===== src/rtl/core/bapw_pkg.sv =====
// Shared types, constants and field codes for the block average writer.
`default_nettype none

package bapw_pkg;

  // Block and buffer geometry.
  localparam int BLOCK_LEN  = 50;
  localparam int PAGE_DEPTH = 200;

  // Field and state widths.
  localparam int KIND_W = 2;
  localparam int VAL_W  = 16;
  localparam int CNT_W  = 6;
  localparam int SUM_W  = 22;
  localparam int ADDR_W = 9;

  // Constant divider: exact reciprocal multiply for magnitudes below 2**MAG_W.
  localparam int MAG_W     = SUM_W - 1;
  localparam int MULT_W    = MAG_W + 1;
  localparam int PROD_W    = MAG_W + MULT_W;
  localparam int DIV_SHIFT = MAG_W + $clog2(BLOCK_LEN);
  localparam int QUO_W     = PROD_W - DIV_SHIFT;
  localparam longint unsigned DIV_MULT_L =
    ((64'd1 << DIV_SHIFT) + BLOCK_LEN - 1) / BLOCK_LEN;
  localparam logic [MULT_W-1:0] DIV_MULT = MULT_W'(DIV_MULT_L);

  // Item kinds.
  localparam logic [KIND_W-1:0] KIND_SAMPLE    = 2'd0;
  localparam logic [KIND_W-1:0] KIND_HOST_RST  = 2'd1;
  localparam logic [KIND_W-1:0] KIND_CLR_PAGE1 = 2'd2;
  localparam logic [KIND_W-1:0] KIND_CLR_PAGE2 = 2'd3;

  typedef struct packed {
    logic [KIND_W-1:0]       kind;
    logic signed [VAL_W-1:0] sample;
  } in_item_t;

  typedef struct packed {
    logic                    write_valid;
    logic [ADDR_W-1:0]       write_address;
    logic signed [VAL_W-1:0] write_value;
    logic                    page_one_full;
    logic                    page_two_full;
  } out_item_t;

  // Finished block from the accumulator stage, handed to the output stage.
  typedef struct packed {
    logic                    wrote;
    logic [ADDR_W-1:0]       addr;
    logic signed [SUM_W-1:0] sum;
    logic                    page_one;
    logic                    page_two;
  } blk_res_t;

endpackage

`default_nettype wire


===== src/rtl/core/bapw_div.sv =====
// Signed divide by the block length, truncating toward zero.
`default_nettype none

module bapw_div (
  input  wire logic signed [bapw_pkg::SUM_W-1:0] sum,
  output logic signed [bapw_pkg::VAL_W-1:0]      quotient
);
  import bapw_pkg::*;

  logic                    neg;
  logic [SUM_W-1:0]        mag_full;
  logic [MAG_W-1:0]        mag;
  logic [PROD_W-1:0]       prod;
  logic [QUO_W-1:0]        quo;
  logic [VAL_W-1:0]        quo_t;

  // Work on the magnitude so the quotient truncates toward zero.
  assign neg      = sum[SUM_W-1];
  assign mag_full = neg ? SUM_W'(-sum) : SUM_W'(sum);
  assign mag      = mag_full[MAG_W-1:0];

  // Reciprocal multiply; the rounded-up constant makes the result exact.
  assign prod  = PROD_W'(mag) * PROD_W'(DIV_MULT);
  assign quo   = prod[PROD_W-1:DIV_SHIFT];
  assign quo_t = VAL_W'(quo);

  // Restore the sign.
  assign quotient = neg ? VAL_W'(-quo_t) : quo_t;

endmodule

`default_nettype wire


===== src/rtl/core/block_average_ping_pong_writer_unit.sv =====
// Top level: sample accumulator, page bookkeeping and result register.
// Path from item accept to result valid: input register, accumulator stage
// register, then divider into the output register.
// Throughput: one item per cycle; the three stages advance together whenever
// the output register is empty or its item is being taken.
// Reset: synchronous active-low rst_n clears all stage valids, the sample
// count, block sum, write index, active page and both full flags.
`default_nettype none

module block_average_ping_pong_writer_unit (
  input  wire logic                 clk,
  input  wire logic                 rst_n,
  input  wire logic                 in_valid,
  output logic                      in_stall,
  input  wire bapw_pkg::in_item_t   in_data,
  output logic                      out_valid,
  input  wire logic                 out_stall,
  output bapw_pkg::out_item_t       out_data
);
  import bapw_pkg::*;

  localparam logic [CNT_W-1:0]  BLK_END   = CNT_W'(BLOCK_LEN);
  localparam logic [ADDR_W-1:0] PAGE1_END = ADDR_W'(PAGE_DEPTH);
  localparam logic [ADDR_W-1:0] PAGE2_END = ADDR_W'(2 * PAGE_DEPTH);

  logic adv;

  // Input register.
  logic     s1_valid_r;
  in_item_t s1_item_r;

  // Accumulator state.
  logic [CNT_W-1:0]        cnt_r, cnt_nxt;
  logic signed [SUM_W-1:0] sum_r, sum_nxt;
  logic [ADDR_W-1:0]       idx_r, idx_nxt;
  logic                    page2_r, page2_nxt;
  logic                    flag1_r, flag1_nxt;
  logic                    flag2_r, flag2_nxt;

  // Accumulator stage result.
  logic     s2_valid_r;
  blk_res_t s2_res_r, s2_res_nxt;

  // Output register.
  logic                    out_valid_r;
  out_item_t               out_data_r;
  logic signed [VAL_W-1:0] avg;

  // Whole pipeline moves unless a held result is being stalled.
  assign adv      = !(out_valid_r && out_stall);
  assign in_stall = !adv;

  // Input register.
  always_ff @(posedge clk) begin
    if (!rst_n) begin
      s1_valid_r <= 1'b0;
    end else if (adv) begin
      s1_valid_r <= in_valid;
    end
    if (adv) begin
      s1_item_r <= in_data;
    end
  end

  // Accumulate samples, close blocks and track the pages.
  logic signed [SUM_W-1:0] sum_add;
  logic [CNT_W-1:0]        cnt_inc;
  logic [ADDR_W-1:0]       idx_inc;

  always_comb begin
    sum_add    = sum_r + SUM_W'(s1_item_r.sample);
    cnt_inc    = cnt_r + CNT_W'(1);
    idx_inc    = idx_r + ADDR_W'(1);
    cnt_nxt    = cnt_r;
    sum_nxt    = sum_r;
    idx_nxt    = idx_r;
    page2_nxt  = page2_r;
    flag1_nxt  = flag1_r;
    flag2_nxt  = flag2_r;
    s2_res_nxt = '0;
    case (s1_item_r.kind)
      KIND_SAMPLE: begin
        sum_nxt = sum_add;
        cnt_nxt = cnt_inc;
        if (cnt_inc >= BLK_END) begin
          s2_res_nxt.wrote = 1'b1;
          s2_res_nxt.addr  = idx_r;
          s2_res_nxt.sum   = sum_add;
          idx_nxt          = idx_inc;
          sum_nxt          = '0;
          cnt_nxt          = '0;
          if (!page2_r) begin
            if (idx_inc >= PAGE1_END) begin
              flag1_nxt = 1'b1;
              page2_nxt = 1'b1;
            end
          end else if (idx_inc >= PAGE2_END) begin
            flag2_nxt = 1'b1;
            idx_nxt   = '0;
            page2_nxt = 1'b0;
          end
        end
      end
      KIND_HOST_RST: begin
        cnt_nxt   = '0;
        sum_nxt   = '0;
        idx_nxt   = '0;
        page2_nxt = 1'b0;
        flag1_nxt = 1'b0;
        flag2_nxt = 1'b0;
      end
      KIND_CLR_PAGE1: begin
        flag1_nxt = 1'b0;
      end
      KIND_CLR_PAGE2: begin
        flag2_nxt = 1'b0;
      end
      default: begin
        cnt_nxt = cnt_r;
      end
    endcase
    s2_res_nxt.page_one = flag1_nxt;
    s2_res_nxt.page_two = flag2_nxt;
  end

  // Accumulator state and stage register.
  always_ff @(posedge clk) begin
    if (!rst_n) begin
      cnt_r      <= '0;
      sum_r      <= '0;
      idx_r      <= '0;
      page2_r    <= 1'b0;
      flag1_r    <= 1'b0;
      flag2_r    <= 1'b0;
      s2_valid_r <= 1'b0;
    end else if (adv) begin
      s2_valid_r <= s1_valid_r;
      if (s1_valid_r) begin
        cnt_r   <= cnt_nxt;
        sum_r   <= sum_nxt;
        idx_r   <= idx_nxt;
        page2_r <= page2_nxt;
        flag1_r <= flag1_nxt;
        flag2_r <= flag2_nxt;
      end
    end
    if (adv) begin
      s2_res_r <= s2_res_nxt;
    end
  end

  // Block average.
  bapw_div u_div (
    .sum      (s2_res_r.sum),
    .quotient (avg)
  );

  // Output register.
  always_ff @(posedge clk) begin
    if (!rst_n) begin
      out_valid_r <= 1'b0;
    end else if (adv) begin
      out_valid_r <= s2_valid_r;
    end
    if (adv) begin
      out_data_r.write_valid   <= s2_res_r.wrote;
      out_data_r.write_address <= s2_res_r.addr;
      out_data_r.write_value   <= s2_res_r.wrote ? avg : '0;
      out_data_r.page_one_full <= s2_res_r.page_one;
      out_data_r.page_two_full <= s2_res_r.page_two;
    end
  end

  assign out_valid = out_valid_r;
  assign out_data  = out_data_r;

  // The sample count never reaches the block length between items.
  a_cnt_range: assert property (@(posedge clk) disable iff (!rst_n)
    cnt_r < BLK_END)
    else $error("sample count reached block length");

  // The active page always matches the half the write index lies in.
  a_page_match: assert property (@(posedge clk) disable iff (!rst_n)
    page2_r == (idx_r >= PAGE1_END))
    else $error("active page disagrees with write index");

  // A host reset item leaves the block at its start and clears both full flags.
  a_host_rst: assert property (@(posedge clk) disable iff (!rst_n)
    (adv && s1_valid_r && s1_item_r.kind == KIND_HOST_RST) |=>
    (cnt_r == '0 && sum_r == '0 && idx_r == '0 && !page2_r && !flag1_r && !flag2_r))
    else $error("host reset did not clear the block");

  // Written addresses stay inside the buffer.
  a_addr_range: assert property (@(posedge clk) disable iff (!rst_n)
    (out_valid_r && out_data_r.write_valid) |-> (out_data_r.write_address < PAGE2_END))
    else $error("write address beyond buffer");

  // An item without a write carries zero address and value.
  a_no_write_zero: assert property (@(posedge clk) disable iff (!rst_n)
    (out_valid_r && !out_data_r.write_valid) |->
    (out_data_r.write_address == '0 && out_data_r.write_value == '0))
    else $error("non-write item carries address or value");

endmodule

`default_nettype wire

===== config.mk =====
export PLATFORM = sky130hd
export DESIGN_NAME = block_average_ping_pong_writer_unit
export DESIGN_NICKNAME = d
export VERILOG_FILES = /design/src/rtl/core/bapw_pkg.sv /design/src/rtl/core/bapw_div.sv /design/src/rtl/core/block_average_ping_pong_writer_unit.sv
export SDC_FILE = /design/constraint.sdc
export NUM_CORES = 1
export LEC_CHECK = 0
export BUFFER_PORTS_ARGS = -buffer_cell sky130_fd_sc_hd__buf_2
export CORE_UTILIZATION = 46
export CTS_CLUSTER_DIAMETER = 30
export DETAILED_ROUTE_END_ITERATION = 8
export GPL_TIMING_DRIVEN = 0
export PLACE_DENSITY = 0.64
export SYNTH_ARGS = -nofsm -noshare
export SYNTH_HDL_FRONTEND = slang
export SYNTH_SLANG_ARGS = --single-unit

===== constraint.sdc =====
create_clock -name clk -period 29.4 [get_ports clk]
set_input_delay 2.94 -clock clk [delete_from_list [all_inputs] [get_ports clk]]
set_output_delay 2.94 -clock clk [all_outputs]
set_load 0.03 [all_outputs]

Yosys cells after proc, flatten, opt, wreduce, memory -nomap -nowiden
Index checks and enable logic that the tools add are counted.
- flip-flop bits (word level): 123
- latch bits: 0
- bits in writable memories: 0
- bits in read-only memories: 0
- input port bits: 22
- word-level logic and storage cells: 68
- memories: 0
- $add $sub $neg: 5
- $mul: 1
- div/mod/pow operators: 0
- magnitude comparators: 3
- equal/unequal tests: 4
- shift-type cells: 0
- muxes and demuxes: 24
- bitwise gates (word level): 1
- reductions and logical operators: 9
- operators with widths (kind ; number):
    22-bit one-hot mux with 2 select lines ; 1
    21-bit by 22-bit multiplier with 43-bit output, second input constant ; 1
    32-bit 2-to-1 mux ; 1
    9-bit 2-to-1 mux ; 3
    22-bit by 16-bit adder with 22-bit output ; 1
    22-bit 2-to-1 mux ; 1
    21-bit 2-to-1 mux ; 1
    21-bit negator ; 1
    9-bit one-hot mux with 2 select lines ; 1
    16-bit 2-to-1 mux ; 1
    16-bit negator ; 1
    6-bit one-hot mux with 2 select lines ; 1
    1-bit 2-to-1 mux ; 10
    9-bit by 1-bit adder with 9-bit output, second input constant ; 1
    9-bit by 8-bit >= comparator with 1-bit output, second input constant ; 1
    9-bit >= comparator, second input constant ; 1
    6-bit by 1-bit adder with 6-bit output, second input constant ; 1
    6-bit >= comparator, second input constant ; 1
    6-bit 2-to-1 mux ; 1
    1-bit one-hot mux with 2 select lines ; 3
    2-bit equality test, second input constant ; 2
    2-bit AND reduction ; 2
    4-bit AND reduction ; 1
    2-bit OR reduction ; 2
    other kinds (7) ; 7

Longest topological paths before layout
- depth in word-level cells: 6
- mapped depth: 32
- mapped depth without buffers: 32

Hierarchy
A second synthesis with hierarchy kept.
- cell total of the unflattened synthesis: 1474
- area, all modules: 14545.2 um2
- by module, submodules not included (module ; times used ; cells an instance ; area each (um2) ; seq. area each (um2)):
    bapw_div ; 1 ; 930 ; 8773.4 ; 0.0
    block_average_ping_pong_writer_unit ; 1 ; 544 ; 5771.8 ; 3263.1

Least setup slack after synthesis
No wires, ideal clock.
- path kind: reg-to-reg
- start: register s2_res_r[5] (netlist bit)
- end: register out_data_r, in the netlist out_data[14] (data pin)
- library setup time: 254 ps
- arrival time: 9125 ps
- setup slack: 20020 ps
- cell stages (with the launch flop): 30
- clock period less this slack: 9380 ps
- cell sequence: edfxtp_1 > or4_1 > or2_2 > or4_1 > or3_1 > o21ai_1 > xor2_1 > inv_1 > fa_1 > fa_1 > inv_1 > fa_1 > fa_1 > fa_1 > inv_1 > fa_1 > inv_1 > ha_1 > ha_1 > buf_6 > nand4_1 > o22ai_1 > or4_1 > o211ai_2 > ha_1 > o211ai_4 > or4_4 > a2111oi_2 > nor3_1 > o21a_1
- longest elaborated chain between the ends: 5
- RTL lines (what ; RTL line ; source):
    from (decl) ; block_average_ping_pong_writer_unit.sv:42 ; blk_res_t s2_res_r, s2_res_nxt;
    from (signal assigned) ; block_average_ping_pong_writer_unit.sv:148 ; s2_res_r <= s2_res_nxt;
    21-bit negator ; bapw_div.sv:19 ; assign mag_full = neg ? SUM_W'(-sum) : SUM_W'(sum);
    21-bit 2-to-1 mux * ; bapw_div.sv:19 ;
    21-bit by 22-bit multiplier with 43-bit output * ; bapw_div.sv:23 ; assign prod = PROD_W'(mag) * PROD_W'(DIV_MULT);
    16-bit negator ; bapw_div.sv:28 ; assign quotient = neg ? VAL_W'(-quo_t) : quo_t;
    16-bit 2-to-1 mux * ; bapw_div.sv:28 ;
    to (decl) ; block_average_ping_pong_writer_unit.sv:46 ; out_item_t out_data_r;
Every way passes the cells marked *; elsewhere a longest branch is shown, timed or not.
A chain may end at the register's enable or synchronous reset.

Worst setup path in the final report
Ends and elaborated chain as after synthesis.

==> summary.txt <==
Timing
  – Final Hold Viols: 0
  – Finish-stage setup viols: 0
  – Max Fclk: 97.0 MHz
  – Setup TNS: 0 ns
  – RSZ-0062 raised after global routing: false
  – Actual slew at the worst max-slew pin: 1.08 ns
  – Hold slack: 0.415 ns
  – Crit share post-route: 35.1%
  – Clk_skew: 0.0106 ns
  – Slew Limit Fails: 0
  – Max-slew headroom: 27.8%
  – Min setup slack post-route: 19.09 ns
  – Period minus WS final: 10.31 ns

Clocking
  – CTS root buffer: clkbuf_16
  – Clk_lat worst skew: 0.43 ns
  – # resized after CTS: 0
  – Htree depth: 4
  – Reg clk slew, reported paths: 0.06 ns
  – Post-CTS Hold Buffers: 0
  – TritonCTS buffer count: 17
  – Sink Count: 123
  – Clock Tree Buf Depth: 2
  – Number of setup buffers added after CTS: 0
  – TritonCTS clock tree: yes

GRT
  – Tot GR Track Use: 20.9%
  – Global-route wire length before repair: 51100 um
  – Total grt overflow: 0
  – Largest net degree at the start of global routing: 52
  – Initial antenna violation count: 0
  – Number of global-route vias before repair: 10200

Place
  – Post-Place Cells: 1906
  – Pre-CTS setup slack: 19.25 ns
  – Detailed Place HPWL: 26900 um
  – Gpl congestion: 0.930
  – IO buf count: 50
  – DP Area: 0.0152 mm^2

Final layout
  – Fin cells: 1938
  – Final Util: 51.7%
  – Commonest non-fill, non-tap cells in the layout: inv_1 (280), ha_1 (231), fa_1 (159)
  – Design Area, Final: 0.0158 mm^2
  – # nets final: 1941
  – Commonest non-fill, non-tap cell in the layout: inv_1
  – Area added between synthesis and finish: 10.0%
  – Share of cells above drive strength 1: 7.46%
  – # diodes: 0

Setup path
  – CP dominant cell by count: fa_1
  – Crit-path max FO: 8
  – CP Capture Type: flip-flop
  – CP arrival: 10.49 ns
  – Crit path buf inv count: 5
  – CP top delay family: adder cells
  – Worst path depth: 29
  – CP peak stage delay: 0.58 ns
  – Req. time, crit path: 29.58 ns
  – Slowest cell on crit path: fa_1
  – Reg2Reg Depth: 29
  – Critical path class: reg -> reg
  – R2R setup slack: 19.09 ns
  – Setup crit start kind: flip-flop

Floorplanning
  – Die ar.: 0.0320 mm^2
  – Row Count: 64
  – Die Span Y: 179 um
  – Die X: 179 um
  – Initial Utilization: 47.0%
  – Core area: 0.0307 mm^2
  – Number of I/O pins: 52

Logic synthesis
  – Synth warn: 0
  – EDFF count, synth: 80
  – Syn Inst Count: 1459
  – Unique masters post-synth: 75
  – Syn avg cell area: 9.87 um^2
  – Sequential fraction of the synthesis area: 22.7%
  – Synth Flop Type: edfxtp_1
  – Cell Area, Synth: 0.0144 mm^2
  – Post-synth ARST share: 0%
  – Mapped Nets: 1871
  – Yosys reg bits: 123

Hold path
  – Hold Path Depth: 0
  – Hold Crit Class: reg -> reg

Power
  – Pwr dens: 41.6 mW/mm^2
  – Pleak: 8.00 nW
  – Total Power: 0.659 mW
  – Worst vdd rail ir drop: 0.0000419 V

Run status
  – Outcome: finished clean

Drt
  – Final ANT Viol Nets: 0
  – DRC Markers: 0
  – Vias/cell: 5.39
  – Vias post-DR: 10400
  – WL final: 32000 um
  – Routed WL per cell: 16.5 um
  – Drt pass-1 iters: 5
  – Initial drt markers: 626

Job
  – Max-cap violations: 0
==> report_power, final <==
group | switching [mW] | internal, mW
Sequential | 0.00326 | 0.189
Combinational | 0.140 | 0.0887
Clock | 0.0854 | 0.152
==> sequential cells by signal, summed over array words and instances (netlist names), 6 cells and up <==
| signal | cells |
|---|---|
| cnt_r | 6 |
| out_data | 28 |
| s1_item_r | 18 |
| sum_r | 22 |
| s2_res_r | 34 |
| idx_r | 9 |
==> synthesized netlist by cell type, types with 4 or more instances <==
| cell | number | area [um^2] |
|---|---|---|
| and3_1 | 24 | 150 |
| xor2_1 | 31 | 272 |
| nor3b_1 | 4 | 30.0 |
| nor2_1 | 86 | 323 |
| nand3_1 | 24 | 120 |
| fa_1 | 159 | 3180 |
| clkbuf_1 | 20 | 75.1 |
| xnor2_1 | 37 | 324 |
| a21boi_0 | 14 | 105 |
| or3_1 | 9 | 56.3 |
| nor3_1 | 31 | 155 |
| nand2_1 | 68 | 255 |
| a21oi_1 | 63 | 315 |
| nor2b_1 | 19 | 119 |
| o211ai_1 | 9 | 67.6 |
| nand3b_1 | 5 | 37.5 |
| o21ai_0 | 54 | 270 |
| nand4_1 | 12 | 75.1 |
| nand2b_1 | 9 | 56.3 |
| a21o_1 | 9 | 67.6 |
| inv_1 | 280 | 1050 |
| o31ai_1 | 10 | 75.1 |
| o21a_1 | 17 | 128 |
| ha_1 | 231 | 2890 |
| o2111ai_1 | 5 | 43.8 |
| o21bai_1 | 6 | 45.0 |
| and2_1 | 15 | 93.8 |
| or4_1 | 5 | 37.5 |
| o211a_1 | 4 | 40.0 |
| nor4_1 | 4 | 25.0 |
| edfxtp_1 | 80 | 2400 |
| or2_2 | 9 | 56.3 |
| dfxtp_1 | 43 | 861 |
==> worst reg2reg max path, delay by kind of cell, from the launching register on <==
family	cells	cell delay, ns
XOR/XNOR	1	0.42
buffers and inverters	5	0.49
flip-flops	1	0.45
AND/OR/NAND/NOR	9	3.32
AO/OA/AOI/OAI	6	1.59
adder cells (fa/ha/maj)	8	3.81
==> cells by family (layout without fill, tap and decap cells) <==
family                     count (synthesis)  after routing  synth area share [%]
adders and majority gates                390            390                  42.2
and+or+nand+nor                          337            337                  11.9
buffers and inverters                    310            393                  8.42
AOI/OAI and AO/OA                        230            230                  10.6
DFF                                      123            123                  22.7
xor gates and xnor gates                  68             68                  4.13
muxes                                      1              1                0.0695
==> layout make-up <==
cell class | instances | area, um^2
inverter | 280 | 1050
tap | 396 | 495
clock inverter | 15 | 234
sequential | 123 | 3260
buffer | 30 | 161
multi-input combinational | 1026 | 9940
fill | 2810 | 14800
timing repair buffer | 51 | 278
clock buffer | 17 | 425
==> per-layer routing <==
layer  vias to the layer above  global-route usage [%]  share of wire (%)
met1                      5142                    28.8                 46
met4                         0                    5.23                1.5
li1                       5041                       -                  -
met5                         -                       0                  0
met2                       238                    34.3                 48
met3                        21                    3.01                4.6
==> worst paths after layout <==
kind / from / to
max: s2_res_r[5] / out_data[14]
min: s2_res_r[30] / out_data[24]
max reg2reg: s2_res_r[5] / out_data[14]
min reg2reg: s2_res_r[30] / out_data[24]
No activity file was read; power rests on OpenSTA's default activity.
